--- src/rtl/sptq_pkg.sv ---
// Shared constants and types of the strict priority task queue.
package sptq_pkg;

  localparam int NUM_PRIORITIES = 4;
  localparam int QUEUE_DEPTH    = 16;
  localparam int HANDLE_WIDTH   = 32;

  // Fixed widths of the channel fields.
  localparam int HANDLE_FIELD_W = 32;
  localparam int PRIO_FIELD_W   = 2;

  localparam int LVL_W  = $clog2(NUM_PRIORITIES);
  localparam int PTR_W  = $clog2(QUEUE_DEPTH);
  localparam int CNT_W  = $clog2(QUEUE_DEPTH + 1);
  localparam int ADDR_W = LVL_W + PTR_W;
  localparam int STORE_DEPTH = 2 ** ADDR_W;

  typedef enum logic {
    MODE_ENQ = 1'b0,
    MODE_DEQ = 1'b1
  } mode_e;

  // Controller to datapath.
  typedef struct packed {
    logic enq;          // append the input handle (datapath drops it when full)
    logic deq;          // pop the selected level and start the store read
    logic res_ram;      // result comes from the store read data
    logic res_to_out;   // load the result into the output register
    logic res_to_skid;  // park the result in the skid register
    logic skid_to_out;  // move the parked result forward
  } cmd_t;

  // Datapath to controller.
  typedef struct packed {
    logic is_deq;  // current input beat asks for a dequeue
    logic hit;     // at least one level holds a handle
  } status_t;

  typedef struct packed {
    logic                      found;
    logic [HANDLE_FIELD_W-1:0] handle;
    logic [PRIO_FIELD_W-1:0]   prio;
    logic                      overflow;
  } res_t;

endpackage

--- src/rtl/sptq_if.sv ---
// Valid/ready channel interfaces for request and result beats.
interface sptq_in_if;
  logic        valid;
  logic        ready;
  logic        mode;
  logic [1:0]  priority_req;
  logic [31:0] task_handle;

  modport source (output valid, output mode, output priority_req, output task_handle,
                  input ready);
  modport sink (input valid, input mode, input priority_req, input task_handle,
                output ready);
endinterface

interface sptq_out_if;
  logic        valid;
  logic        ready;
  logic        found;
  logic [31:0] out_handle;
  logic [1:0]  out_priority;
  logic        overflow;

  modport source (output valid, output found, output out_handle, output out_priority,
                  output overflow, input ready);
  modport sink (input valid, input found, input out_handle, input out_priority,
                input overflow, output ready);
endinterface

--- src/rtl/sptq_ram.sv ---
// Generic single-write, single-read RAM with registered read data.
module sptq_ram #(
  parameter int WIDTH = 32,
  parameter int DEPTH = 64
) (
  input  logic                     clk_i,
  input  logic                     we_i,
  input  logic [$clog2(DEPTH)-1:0] waddr_i,
  input  logic [WIDTH-1:0]         wdata_i,
  input  logic                     re_i,
  input  logic [$clog2(DEPTH)-1:0] raddr_i,
  output logic [WIDTH-1:0]         rdata_o
);

  logic [WIDTH-1:0] mem_q [DEPTH];
  logic [WIDTH-1:0] rdata_q;

  always_ff @(posedge clk_i) begin
    if (we_i) begin
      mem_q[waddr_i] <= wdata_i;
    end
    if (re_i) begin
      rdata_q <= mem_q[raddr_i];
    end
  end

  assign rdata_o = rdata_q;

endmodule

--- src/rtl/sptq_ctrl.sv ---
// Controller: item sequencing and output/skid occupancy.
module sptq_ctrl import sptq_pkg::*; (
  input  logic    clk_i,
  input  logic    rst_ni,
  input  logic    in_valid_i,
  output logic    in_ready_o,
  output logic    out_valid_o,
  input  logic    out_ready_i,
  input  status_t status_i,
  output cmd_t    cmd_o
);

  typedef enum logic {
    ST_IDLE,
    ST_READ
  } state_e;

  state_e state_d, state_q;
  logic   out_v_d, out_v_q;
  logic   skid_v_d, skid_v_q;
  logic   accept, out_take, go_read, produce;
  cmd_t   cmd;

  assign in_ready_o = (state_q == ST_IDLE) && !skid_v_q;
  assign accept     = in_valid_i && in_ready_o;
  assign out_take   = out_v_q && out_ready_i;
  assign go_read    = accept && status_i.is_deq && status_i.hit;
  assign produce    = (accept && !go_read) || (state_q == ST_READ);

  always_comb begin
    cmd             = '0;
    cmd.enq         = accept && !status_i.is_deq;
    cmd.deq         = go_read;
    cmd.res_ram     = (state_q == ST_READ);
    cmd.res_to_out  = produce && !skid_v_q && (!out_v_q || out_take);
    cmd.res_to_skid = produce && !cmd.res_to_out;
    cmd.skid_to_out = out_take && skid_v_q;
  end

  always_comb begin
    state_d  = state_q;
    case (state_q)
      ST_IDLE: begin
        if (go_read) begin
          state_d = ST_READ;
        end
      end
      ST_READ: state_d = ST_IDLE;
      default: state_d = ST_IDLE;
    endcase
    out_v_d  = (out_v_q && !out_take) || cmd.res_to_out || cmd.skid_to_out;
    skid_v_d = (skid_v_q && !cmd.skid_to_out) || cmd.res_to_skid;
  end

  always_ff @(posedge clk_i or negedge rst_ni) begin
    if (!rst_ni) begin
      state_q  <= ST_IDLE;
      out_v_q  <= 1'b0;
      skid_v_q <= 1'b0;
    end else begin
      state_q  <= state_d;
      out_v_q  <= out_v_d;
      skid_v_q <= skid_v_d;
    end
  end

  assign out_valid_o = out_v_q;
  assign cmd_o       = cmd;

  // Never overwrite a parked result.
  a_skid_no_overwrite: assert property (@(posedge clk_i) disable iff (!rst_ni)
    cmd.res_to_skid |-> !skid_v_q)
    else $error("skid register overwritten");

  // A parked result always has an occupied output register ahead of it.
  a_skid_behind_out: assert property (@(posedge clk_i) disable iff (!rst_ni)
    skid_v_q |-> out_v_q)
    else $error("skid holds a result while the output register is empty");

  // Every dequeue that found a handle moves on to the read state.
  a_read_after_pop: assert property (@(posedge clk_i) disable iff (!rst_ni)
    cmd.deq |=> (state_q == ST_READ) && cmd.res_ram)
    else $error("store read not followed by its result");

endmodule

--- src/rtl/sptq_dp.sv ---
// Datapath: per-level pointers and counts, handle store, result registers.
module sptq_dp import sptq_pkg::*; (
  input  logic                      clk_i,
  input  logic                      rst_ni,
  input  logic                      mode_i,
  input  logic [1:0]                priority_req_i,
  input  logic [HANDLE_FIELD_W-1:0] task_handle_i,
  input  cmd_t                      cmd_i,
  output status_t                   status_o,
  output res_t                      res_o
);

  logic [PTR_W-1:0] head_q [NUM_PRIORITIES];
  logic [PTR_W-1:0] tail_q [NUM_PRIORITIES];
  logic [CNT_W-1:0] cnt_q  [NUM_PRIORITIES];
  logic [NUM_PRIORITIES-1:0] full, nonempty;

  logic [LVL_W-1:0]        lvl, sel, prio_q;
  logic                    do_enq, do_deq;
  logic [HANDLE_WIDTH-1:0] rdata;
  res_t                    res, out_q, skid_q;

  // Saturate the requested level to the top level.
  always_comb begin
    if (int'(priority_req_i) > NUM_PRIORITIES - 1) begin
      lvl = LVL_W'(NUM_PRIORITIES - 1);
    end else begin
      lvl = LVL_W'(priority_req_i);
    end
  end

  // Highest non-empty level wins.
  always_comb begin
    sel = '0;
    for (int i = 0; i < NUM_PRIORITIES; i++) begin
      full[i]     = (cnt_q[i] == CNT_W'(QUEUE_DEPTH));
      nonempty[i] = (cnt_q[i] != '0);
      if (nonempty[i]) begin
        sel = LVL_W'(i);
      end
    end
  end

  assign do_enq = cmd_i.enq && !full[lvl];
  assign do_deq = cmd_i.deq;

  assign status_o.is_deq = (mode_i == MODE_DEQ);
  assign status_o.hit    = |nonempty;

  always_ff @(posedge clk_i or negedge rst_ni) begin
    if (!rst_ni) begin
      for (int i = 0; i < NUM_PRIORITIES; i++) begin
        head_q[i] <= '0;
        tail_q[i] <= '0;
        cnt_q[i]  <= '0;
      end
    end else begin
      if (do_enq) begin
        tail_q[lvl] <= (tail_q[lvl] == PTR_W'(QUEUE_DEPTH - 1)) ? '0 : tail_q[lvl] + 1'b1;
        cnt_q[lvl]  <= cnt_q[lvl] + 1'b1;
      end
      if (do_deq) begin
        head_q[sel] <= (head_q[sel] == PTR_W'(QUEUE_DEPTH - 1)) ? '0 : head_q[sel] + 1'b1;
        cnt_q[sel]  <= cnt_q[sel] - 1'b1;
      end
    end
  end

  sptq_ram #(
    .WIDTH (HANDLE_WIDTH),
    .DEPTH (STORE_DEPTH)
  ) u_store (
    .clk_i   (clk_i),
    .we_i    (do_enq),
    .waddr_i ({lvl, tail_q[lvl]}),
    .wdata_i (HANDLE_WIDTH'(task_handle_i)),
    .re_i    (do_deq),
    .raddr_i ({sel, head_q[sel]}),
    .rdata_o (rdata)
  );

  always_comb begin
    res = '0;
    if (cmd_i.res_ram) begin
      res.found  = 1'b1;
      res.handle = HANDLE_FIELD_W'(rdata);
      res.prio   = PRIO_FIELD_W'(prio_q);
    end else begin
      res.overflow = (mode_i == MODE_ENQ) && full[lvl];
    end
  end

  always_ff @(posedge clk_i) begin
    if (do_deq) begin
      prio_q <= sel;
    end
    if (cmd_i.skid_to_out) begin
      out_q <= skid_q;
    end else if (cmd_i.res_to_out) begin
      out_q <= res;
    end
    if (cmd_i.res_to_skid) begin
      skid_q <= res;
    end
  end

  assign res_o = out_q;

endmodule

--- src/rtl/strict_priority_task_queue.sv ---
// Strict priority task queue top level: one handle FIFO per priority level.
// An enqueue or a dequeue of an empty queue set gives its result via the output
// register; a dequeue that finds a handle first passes the registered read port of
// the handle store. Throughput: one item per cycle while the skid register is empty;
// a successful dequeue holds off the next beat until its store read completes.
// Reset (asynchronous, active low) empties every level at once; no clearing pass.
module strict_priority_task_queue import sptq_pkg::*; (
  input  logic       clk_i,
  input  logic       rst_ni,
  sptq_in_if.sink    req_i,
  sptq_out_if.source res_o
);

  // Command and status between the sequencer and the datapath.
  cmd_t    cmd;
  status_t status;
  res_t    res;

  // Controller: accept beats, hold a dequeue while the store read completes,
  // and steer each result into the output register or the skid register so
  // that a new beat can be taken while a result waits downstream.
  sptq_ctrl u_ctrl (
    .clk_i       (clk_i),
    .rst_ni      (rst_ni),
    .in_valid_i  (req_i.valid),
    .in_ready_o  (req_i.ready),
    .out_valid_o (res_o.valid),
    .out_ready_i (res_o.ready),
    .status_i    (status),
    .cmd_o       (cmd)
  );

  // Datapath: saturate the level, pick the highest non-empty level with a
  // priority encoder, advance pointers and counts, and drop a full enqueue
  // with overflow flagged.
  sptq_dp u_dp (
    .clk_i          (clk_i),
    .rst_ni         (rst_ni),
    .mode_i         (req_i.mode),
    .priority_req_i (req_i.priority_req),
    .task_handle_i  (req_i.task_handle),
    .cmd_i          (cmd),
    .status_o       (status),
    .res_o          (res)
  );

  // Drive the result beat from the output register.
  assign res_o.found        = res.found;
  assign res_o.out_handle   = res.handle;
  assign res_o.out_priority = res.prio;
  assign res_o.overflow     = res.overflow;

endmodule

--- src/flat_wrapper.sv ---
// flat-port wrapper written by rule: the top's interface ports become plain ports
module strict_priority_task_queue_flat import sptq_pkg::*;
  (clk_i, rst_ni, req_i_valid, req_i_mode, req_i_priority_req, req_i_task_handle, req_i_ready, res_o_valid, res_o_found, res_o_out_handle, res_o_out_priority, res_o_overflow, res_o_ready);
  sptq_in_if req_i_i ();
  sptq_out_if res_o_i ();
  input  logic clk_i;
  input  logic rst_ni;
  input wire logic [$bits(req_i_i.valid)-1:0] req_i_valid;
  input wire logic [$bits(req_i_i.mode)-1:0] req_i_mode;
  input wire logic [$bits(req_i_i.priority_req)-1:0] req_i_priority_req;
  input wire logic [$bits(req_i_i.task_handle)-1:0] req_i_task_handle;
  output wire logic [$bits(req_i_i.ready)-1:0] req_i_ready;
  output wire logic [$bits(res_o_i.valid)-1:0] res_o_valid;
  output wire logic [$bits(res_o_i.found)-1:0] res_o_found;
  output wire logic [$bits(res_o_i.out_handle)-1:0] res_o_out_handle;
  output wire logic [$bits(res_o_i.out_priority)-1:0] res_o_out_priority;
  output wire logic [$bits(res_o_i.overflow)-1:0] res_o_overflow;
  input wire logic [$bits(res_o_i.ready)-1:0] res_o_ready;
  assign req_i_i.valid = req_i_valid;
  assign req_i_i.mode = req_i_mode;
  assign req_i_i.priority_req = req_i_priority_req;
  assign req_i_i.task_handle = req_i_task_handle;
  assign req_i_ready = req_i_i.ready;
  assign res_o_valid = res_o_i.valid;
  assign res_o_found = res_o_i.found;
  assign res_o_out_handle = res_o_i.out_handle;
  assign res_o_out_priority = res_o_i.out_priority;
  assign res_o_overflow = res_o_i.overflow;
  assign res_o_i.ready = res_o_ready;
  strict_priority_task_queue u_core (.clk_i(clk_i), .rst_ni(rst_ni), .req_i(req_i_i), .res_o(res_o_i));
endmodule
--- config.mk ---
export PLATFORM = sky130hd
export DESIGN_NAME = strict_priority_task_queue_flat
export DESIGN_NICKNAME = d
export VERILOG_FILES = /design/src/rtl/sptq_pkg.sv /design/src/rtl/sptq_if.sv /design/src/rtl/sptq_ram.sv /design/src/rtl/sptq_ctrl.sv /design/src/rtl/sptq_dp.sv /design/src/rtl/strict_priority_task_queue.sv /design/src/flat_wrapper.sv
export SDC_FILE = /design/constraint.sdc
export NUM_CORES = 2
export LEC_CHECK = 0
export BUFFER_PORTS_ARGS = -buffer_cell sky130_fd_sc_hd__buf_2
export CORE_MARGIN = 2
export CORE_UTILIZATION = 49
export DETAILED_ROUTE_END_ITERATION = 8
export PLACE_DENSITY = 0.67
export SLEW_MARGIN = 20
export SYNTH_ARGS = -nofsm -noshare
export SYNTH_HDL_FRONTEND = slang
export SYNTH_HIERARCHICAL = 1
export SYNTH_SLANG_ARGS = --single-unit
--- constraint.sdc ---
create_clock -name clk_i -period 5.1 [get_ports clk_i]
set_clock_uncertainty 0.2 [all_clocks]
set_input_delay 1.02 -clock clk_i [delete_from_list [all_inputs] [get_ports clk_i]]
set_output_delay 1.02 -clock clk_i [all_outputs]
set_load 0.005 [all_outputs]
# Yosys cells after proc, flatten, opt, wreduce, memory -nomap -nowiden
# Memory sizes are Yosys's and may differ from the RTL's. A register that Yosys moved wholly into a read port is not among the register bits.
# Index checks and enable logic that the tools add are counted.
# W data, S select, Z words.
totals:
  register_bits: 129
  ramBits: 2048
  input_bits: 39
  output_inout_bits: 38
  n_memories: 1
op_classes:
  addsub: 4
  magnitude_cmp: 5
  eq_ne: 6
  muxes: 41
  n_bitwise: 4
  n_reduce_logical: 36
mem_list:
  columns: ["memory", "depth", "word_bits", "rd", "rd_ports_with_merged_regs", "wr", "line_no", "rtl"]
  rows:
  - ["u_core.u_dp.u_store.mem_q", 64, 32, 1, 1, 1, "sptq_ram.sv:15", "logic [WIDTH-1:0] mem_q [DEPTH];"]
ops:
  columns: ["cell", "count"]
  rows:
  - ["$mux W36", 2]
  - ["$bwmux W20", 2]
  - ["$mux W20", 2]
  - ["$mux W35", 1]
  - ["$bwmux W16", 2]
  - ["$mux W4", 8]
  - ["$mux W5", 6]
  - ["$bmux W5 S2", 2]
  - ["$demux W5 S2", 2]
  - ["$eq A5 B5 Y1 const B", 4]
  - ["$reduce_bool A5 Y1", 4]
  - ["$logic_and A1 B1 Y1", 17]
  - ["$bmux W4 S2", 2]
  - ["$demux W4 S2", 2]
  - ["$add A4 B1 Y4 const B", 2]
  - ["$eq A4 B4 Y1 const B", 2]
  - ["$logic_not A1 Y1", 8]
  - ["$ge A3 B3 Y1 const B", 2]
  - ["$lt A3 B1 Y1 const B", 2]
  - ["$mux W1", 6]
  - ["$not A2 Y3", 2]
  - ["$add A5 B1 Y5 const B", 1]
  - ["$logic_or A1 B1 Y1", 5]
  - ["$sub A5 B1 Y5 const B", 1]
  - ["other kinds (7)", 9]

# Longest topological paths before layout
depth:
  depth_word: 13
  mapped_depth: 16

# By module
# The synthesis kept the hierarchy.
by_module_without_submodules:
  columns: ["module", "n_inst", "cells_each", "area_per_inst_um2"]
  rows:
  - ["sptq_ram", 1, 3324, 78835.6]
  - ["sptq_dp", 1, 474, 5921.9]
  - ["sptq_ctrl", 1, 24, 190.2]

# Worst setup path before layout
# OpenSTA, ideal clock, no wires.
synth_path:
  path_type: "input -> register"
  start: "input port req_i_priority_req[0]"
  end: "memory u_core.u_dp.u_store.mem_q[48][0] (enable)"
  arrival_time_ps: 4776
  slack_ps: -337
  path_stages: 6
  path_buffers: 2
  path_cell_list: "buf_1 -> mux4_2 -> clkbuf_1 -> nor2b_1 -> nand4b_1 -> nor3_1"
synth_via:
  elab_chain_len: 6
  elab_cells_between_ends: 10
synth_lines:
  columns: ["element", "line_no", "rtl"]
  rows:
  - ["from (decl)", "flat_wrapper.sv:10", "input wire logic [$bits(req_i_i.priority_req)-1:0] req_i_priority_req;"]
  - ["$bmux W1 S2", "sptq_dp.sv:44", "assign do_enq = cmd_i.enq && !full[lvl];"]
  - ["$mux W1 (implied by the code)", "sptq_dp.sv:44", null]
  - ["$logic_not A1 Y1", "sptq_dp.sv:44", null]
  - ["$logic_and A1 B1 Y1", "sptq_dp.sv:44", null]
  - ["$mux W1", "sptq_ram.sv:19", "if (we_i) begin"]
  - ["$mux W1 (implied by the code)", "sptq_ram.sv:20", "mem_q[waddr_i] <= wdata_i;"]
  - ["to (decl)", "sptq_ram.sv:15", null]
# Parallel ways exist; a longest one is shown, timed or not. The select of a mux whose other input is x is not followed.

# Worst setup path after layout
layout_path:
  start: "register u_core/u_dp/cnt_q[2] in the netlist's numbering"
  end: "register u_core.u_dp.u_store.rdata_q[18], in the netlist u_core/u_dp/u_store/rdata_o[18] (read register of u_core.u_dp.u_store.mem_q), data pin"
layout_via:
  elab_chain_len: 6
  elab_cells_between_ends: 8
layout_lines:
  columns: ["element", "line_no", "rtl"]
  rows:
  - ["from (decl)", "sptq_dp.sv:15", "logic [CNT_W-1:0] cnt_q [NUM_PRIORITIES];"]
  - ["from (signal, indexed assignment)", "sptq_dp.sv:60", "cnt_q[lvl] <= cnt_q[lvl] + 1'b1;"]
  - ["from (signal, indexed assignment)", "sptq_dp.sv:64", "cnt_q[sel] <= cnt_q[sel] - 1'b1;"]
  - ["$reduce_bool A5 Y1 (*)", "sptq_dp.sv:37", "nonempty[i] = (cnt_q[i] != '0);"]
  - ["$mux W2 (*)", "sptq_dp.sv:38", "if (nonempty[i]) begin"]
  - ["via u_core.u_dp.sel[1]", "sptq_dp.sv:18", "logic [LVL_W-1:0] lvl, sel, prio_q;"]
  - ["$not A2 Y3 (implied by the code)", "sptq_dp.sv:78", ".raddr_i ({sel, head_q[sel]}),"]
  - ["$bmux W4 S2", "sptq_dp.sv:78", null]
  - ["$mux W4 (implied by the code) (2 in series)", "sptq_dp.sv:78", null]
  - ["to (decl)", "sptq_ram.sv:16", "logic [WIDTH-1:0] rdata_q;"]
# Mark *: on every way through the listed nets, which the timed path passes. The rest lies on a longest branch. The select of a mux whose other input is x is not followed.
# A chain may end at the register's enable or synchronous reset.

==> reports/results.tsv <==
metric	value	unit
status	finished, final reports clean	
cts_max_level	4	
synth_edf_count	2154	
syn_to_final_growth	14.45	%
critPathKind	register to register	
drive_gt1_share	30.52	%
period_needed	4.914	ns
irDropWorstVdd	0.4286	mV
start_util	49.41	%
insertion_delay	0.85	ns
required	5.46	ns
hold_violations	0	
ctsRootBufferMaster	clkbuf_16	
fmax	203.5	MHz
clock_sinks	2209	
syn_inst	3822	
avgViaCountPerCell	6.281	
cp-start-kind	register	
antenna_found_initial	17	
cts_tree	done	
port_buffers	76	
cap_violations	0	
dr_total_vias	41800	
p_total	52.70	mW
synth_nets	3865	
grt_use_met2	38.50	%
r2r_slack	0.19	ns
dieHeight	420.4	um
postRouteAntennaNets	0	
drc_errors	0	
worstMarginPinSlew	0.9713	ns
netlist_area	0.08495	mm^2
rsz0062_at_grt	no	
numCtsBuffers	205	
ios	77	
setup_tns	0	ns
wirelength	215400	um
rows	152	
drt_iter0_drc	6040	
grt_util_met3	5.500	%
setup_viol	0	
use_met1	34.75	%
postSynth.asyncResetShare	2.490	%
final_nets	4218	
post-route-period-util	96.34	%
grt_pass1_vias	41380	
postCtsHoldBufs	0	
worstPathMaxFanout	48	
drt-pass1-iter-count	7	
core-area	0.1719	mm^2
synth_area_per_cell	22.23	um^2
drt-wirelength-per-cell	32.36	um
overflow	0	
ys.flop_type	edfxtp_1	
place_congestion	0.8437	
clockBufferDepth	3	
grt-busiest-layer	met2	
maxSlewViolCount	0	
track_usage	24.58	%
die_x	420.4	um
yosysSeqAreaShare	77.76	%
grt_pass1_wl	304300	um
cellPowerDensity	542.1	mW/mm^2
reg2reg_depth	11	
cp.arrival	5.27	ns
hpwl	125300	um
yosys_register_bits	2209	
clkSlewWorstSetupHoldPaths	0.06	ns
max-slew-margin-rel	35.25	%
power.leakage	30.42	nW
endpoint_kind	register	
dieArea	0.1767	mm^2
grt_max_degree	65	
min_path_type	primary input to async pin	
yosysWarnings	6	
synth.distinct_cells	65	
==> per-stage QoR <==
stage          std cells  worst slack [ns]  util (%)  hold slack [ns]  instance area (um^2)
5_1_grt             6652          0.001923     56.55           0.1841                 97220
4_1_cts             6652           0.01201     56.53           0.1098                 97190
3_3_place_gp        6278           0.02551     52.77           0.2552                 90720
6_report            6656            0.1865     56.55           0.1326                 97230
2_1_floorplan       3822            0.2536         -           0.2404                 84960
3_5_place_dp        6278           0.04596     52.77           0.2639                 90720
==> registers in the layout, summed over array words and instances (netlist names) <==
signal                       flops
u_core/u_dp/cnt_q               20
u_core/u_dp/head_q              16
u_core/u_dp/prio_q               2
u_core/u_dp/u_store/mem_q     2048
u_core/u_dp/skid_q              36
u_core/u_ctrl/skid_v_q           1
u_core/u_dp/u_store/rdata_o     32
u_core/u_ctrl/state_q            1
u_core/u_dp/res_o               36
u_core/u_dp/tail_q              16
u_core/u_ctrl/out_valid_o        1
==> power breakdown <==
part / total (mW) / internal [mW] / switching (mW) / leakage [nW]
registers: 21.0 / 20.6 / 0.451 / 20.1
logic: 16.8 / 7.62 / 9.18 / 7.17
clock network: 14.9 / 8.33 / 6.56 / 3.16
==> layout make-up <==
class / count / area [um^2]
fillers: 12480 / 74700
well taps: 2310 / 2890
flip-flops and latches: 2209 / 66060
repair buffers: 355 / 3358
clock buffers: 256 / 5343
inverters: 14 / 60.06
multi-input cells: 1390 / 18380
clock inverters: 118 / 1124
diodes: 4 / 10.01
==> per-layer routing <==
layer,share of wire (%),up-vias
li1,-,16870
met5,0.032,-
met2,48,2207
met4,3.0,12
met1,39,22400
met3,10,315
==> cell usage after synthesis, types with 5 or more instances <==
master    instances  area, um^2
mux2_2           46       518.0
mux4_2          553       12450
inv_1            14       52.55
a22oi_1          12       90.09
o211ai_1         16       120.1
and3_1            5       31.28
or2_2             6       37.54
buf_1            23       86.33
a21oi_1          81       405.4
o21ai_0          43       215.2
dfrtp_1          55        1376
nand2b_1         10       62.56
a31oi_1           7       43.79
and2_1           39       244.0
o221ai_1         29       254.0
o21ai_1           5       25.02
nor2_1          152       570.6
xnor2_1           6       52.55
nand3_1          12       60.06
mux2i_1          96       960.9
nor3_1           10       50.05
clkbuf_1         95       356.6
nor2b_1          17       106.4
buf_2            57       285.3
nand2_1          84       315.3
o22ai_1          85       531.8
buf_4            28       210.2
buf_6             6       67.56
a311oi_1          9       78.83
edfxtp_1       2154       64680
nand3b_1          6       45.04
==> worst paths after layout <==
check / end / start
max: u_core/u_dp/u_store/rdata_o[18] / u_core/u_dp/cnt_q[2]
max reg2reg: u_core/u_dp/u_store/rdata_o[18] / u_core/u_dp/cnt_q[2]
min in group clk_i: u_core/u_dp/head_q[0] / u_core/u_dp/head_q[0]
min reg2reg: u_core/u_dp/head_q[0] / u_core/u_dp/head_q[0]
min: u_core/u_dp/cnt_q[18] / rst_ni
max in group asynchronous: u_core/u_dp/cnt_q[11] / rst_ni
==> cells by family after synthesis <==
logic type,share of synthesized area [%]
mux,16.40
compound gates,2.388
buf+inv,1.246
simple gates,2.059
flops,77.76
fa+ha+maj,0.05892
xor+xnor,0.08249
==> layout by cell type (no fill, tap or decap), types with 13 or more instances in the layout <==
cell / instances
clkbuf_1: 50
clkinv_2: 37
clkinv_1: 45
buf_4: 212
nand2_1: 84
dfrtp_1: 55
mux2i_1: 96
edfxtp_1: 2154
mux2_2: 46
nor2_4: 63
clkbuf_16: 206
buf_12: 70
inv_1: 13
and2_1: 39
mux4_2: 553
o22ai_1: 85
nor2_1: 89
bufinv_16: 18
nor2b_1: 17
o211ai_1: 16
a21oi_1: 76
o21ai_0: 41
buf_2: 73
o221ai_1: 29
==> timing repair <==
action                     in CTS  in global routing
cloned                          0                  0
buffers inserted                0                  0
gates resized for setup         1                  5
pin swaps                       0                  0
setup endpoints to repair       1                  5
==> critical path, stage by stage, from the launching register on <==
cell and delay, ns:
dfrtp_1 0.49, or4_4 0.57, nor4_4 0.26, inv_1 0.15, o21ai_4 0.36, buf_12 0.41
buf_12 0.41, mux4_2 0.56, mux2i_1 0.29, nand3b_1 0.14, a31oi_2 0.60, nor2_1 0.08
Note: power is estimated with default switching activity, not from simulation.
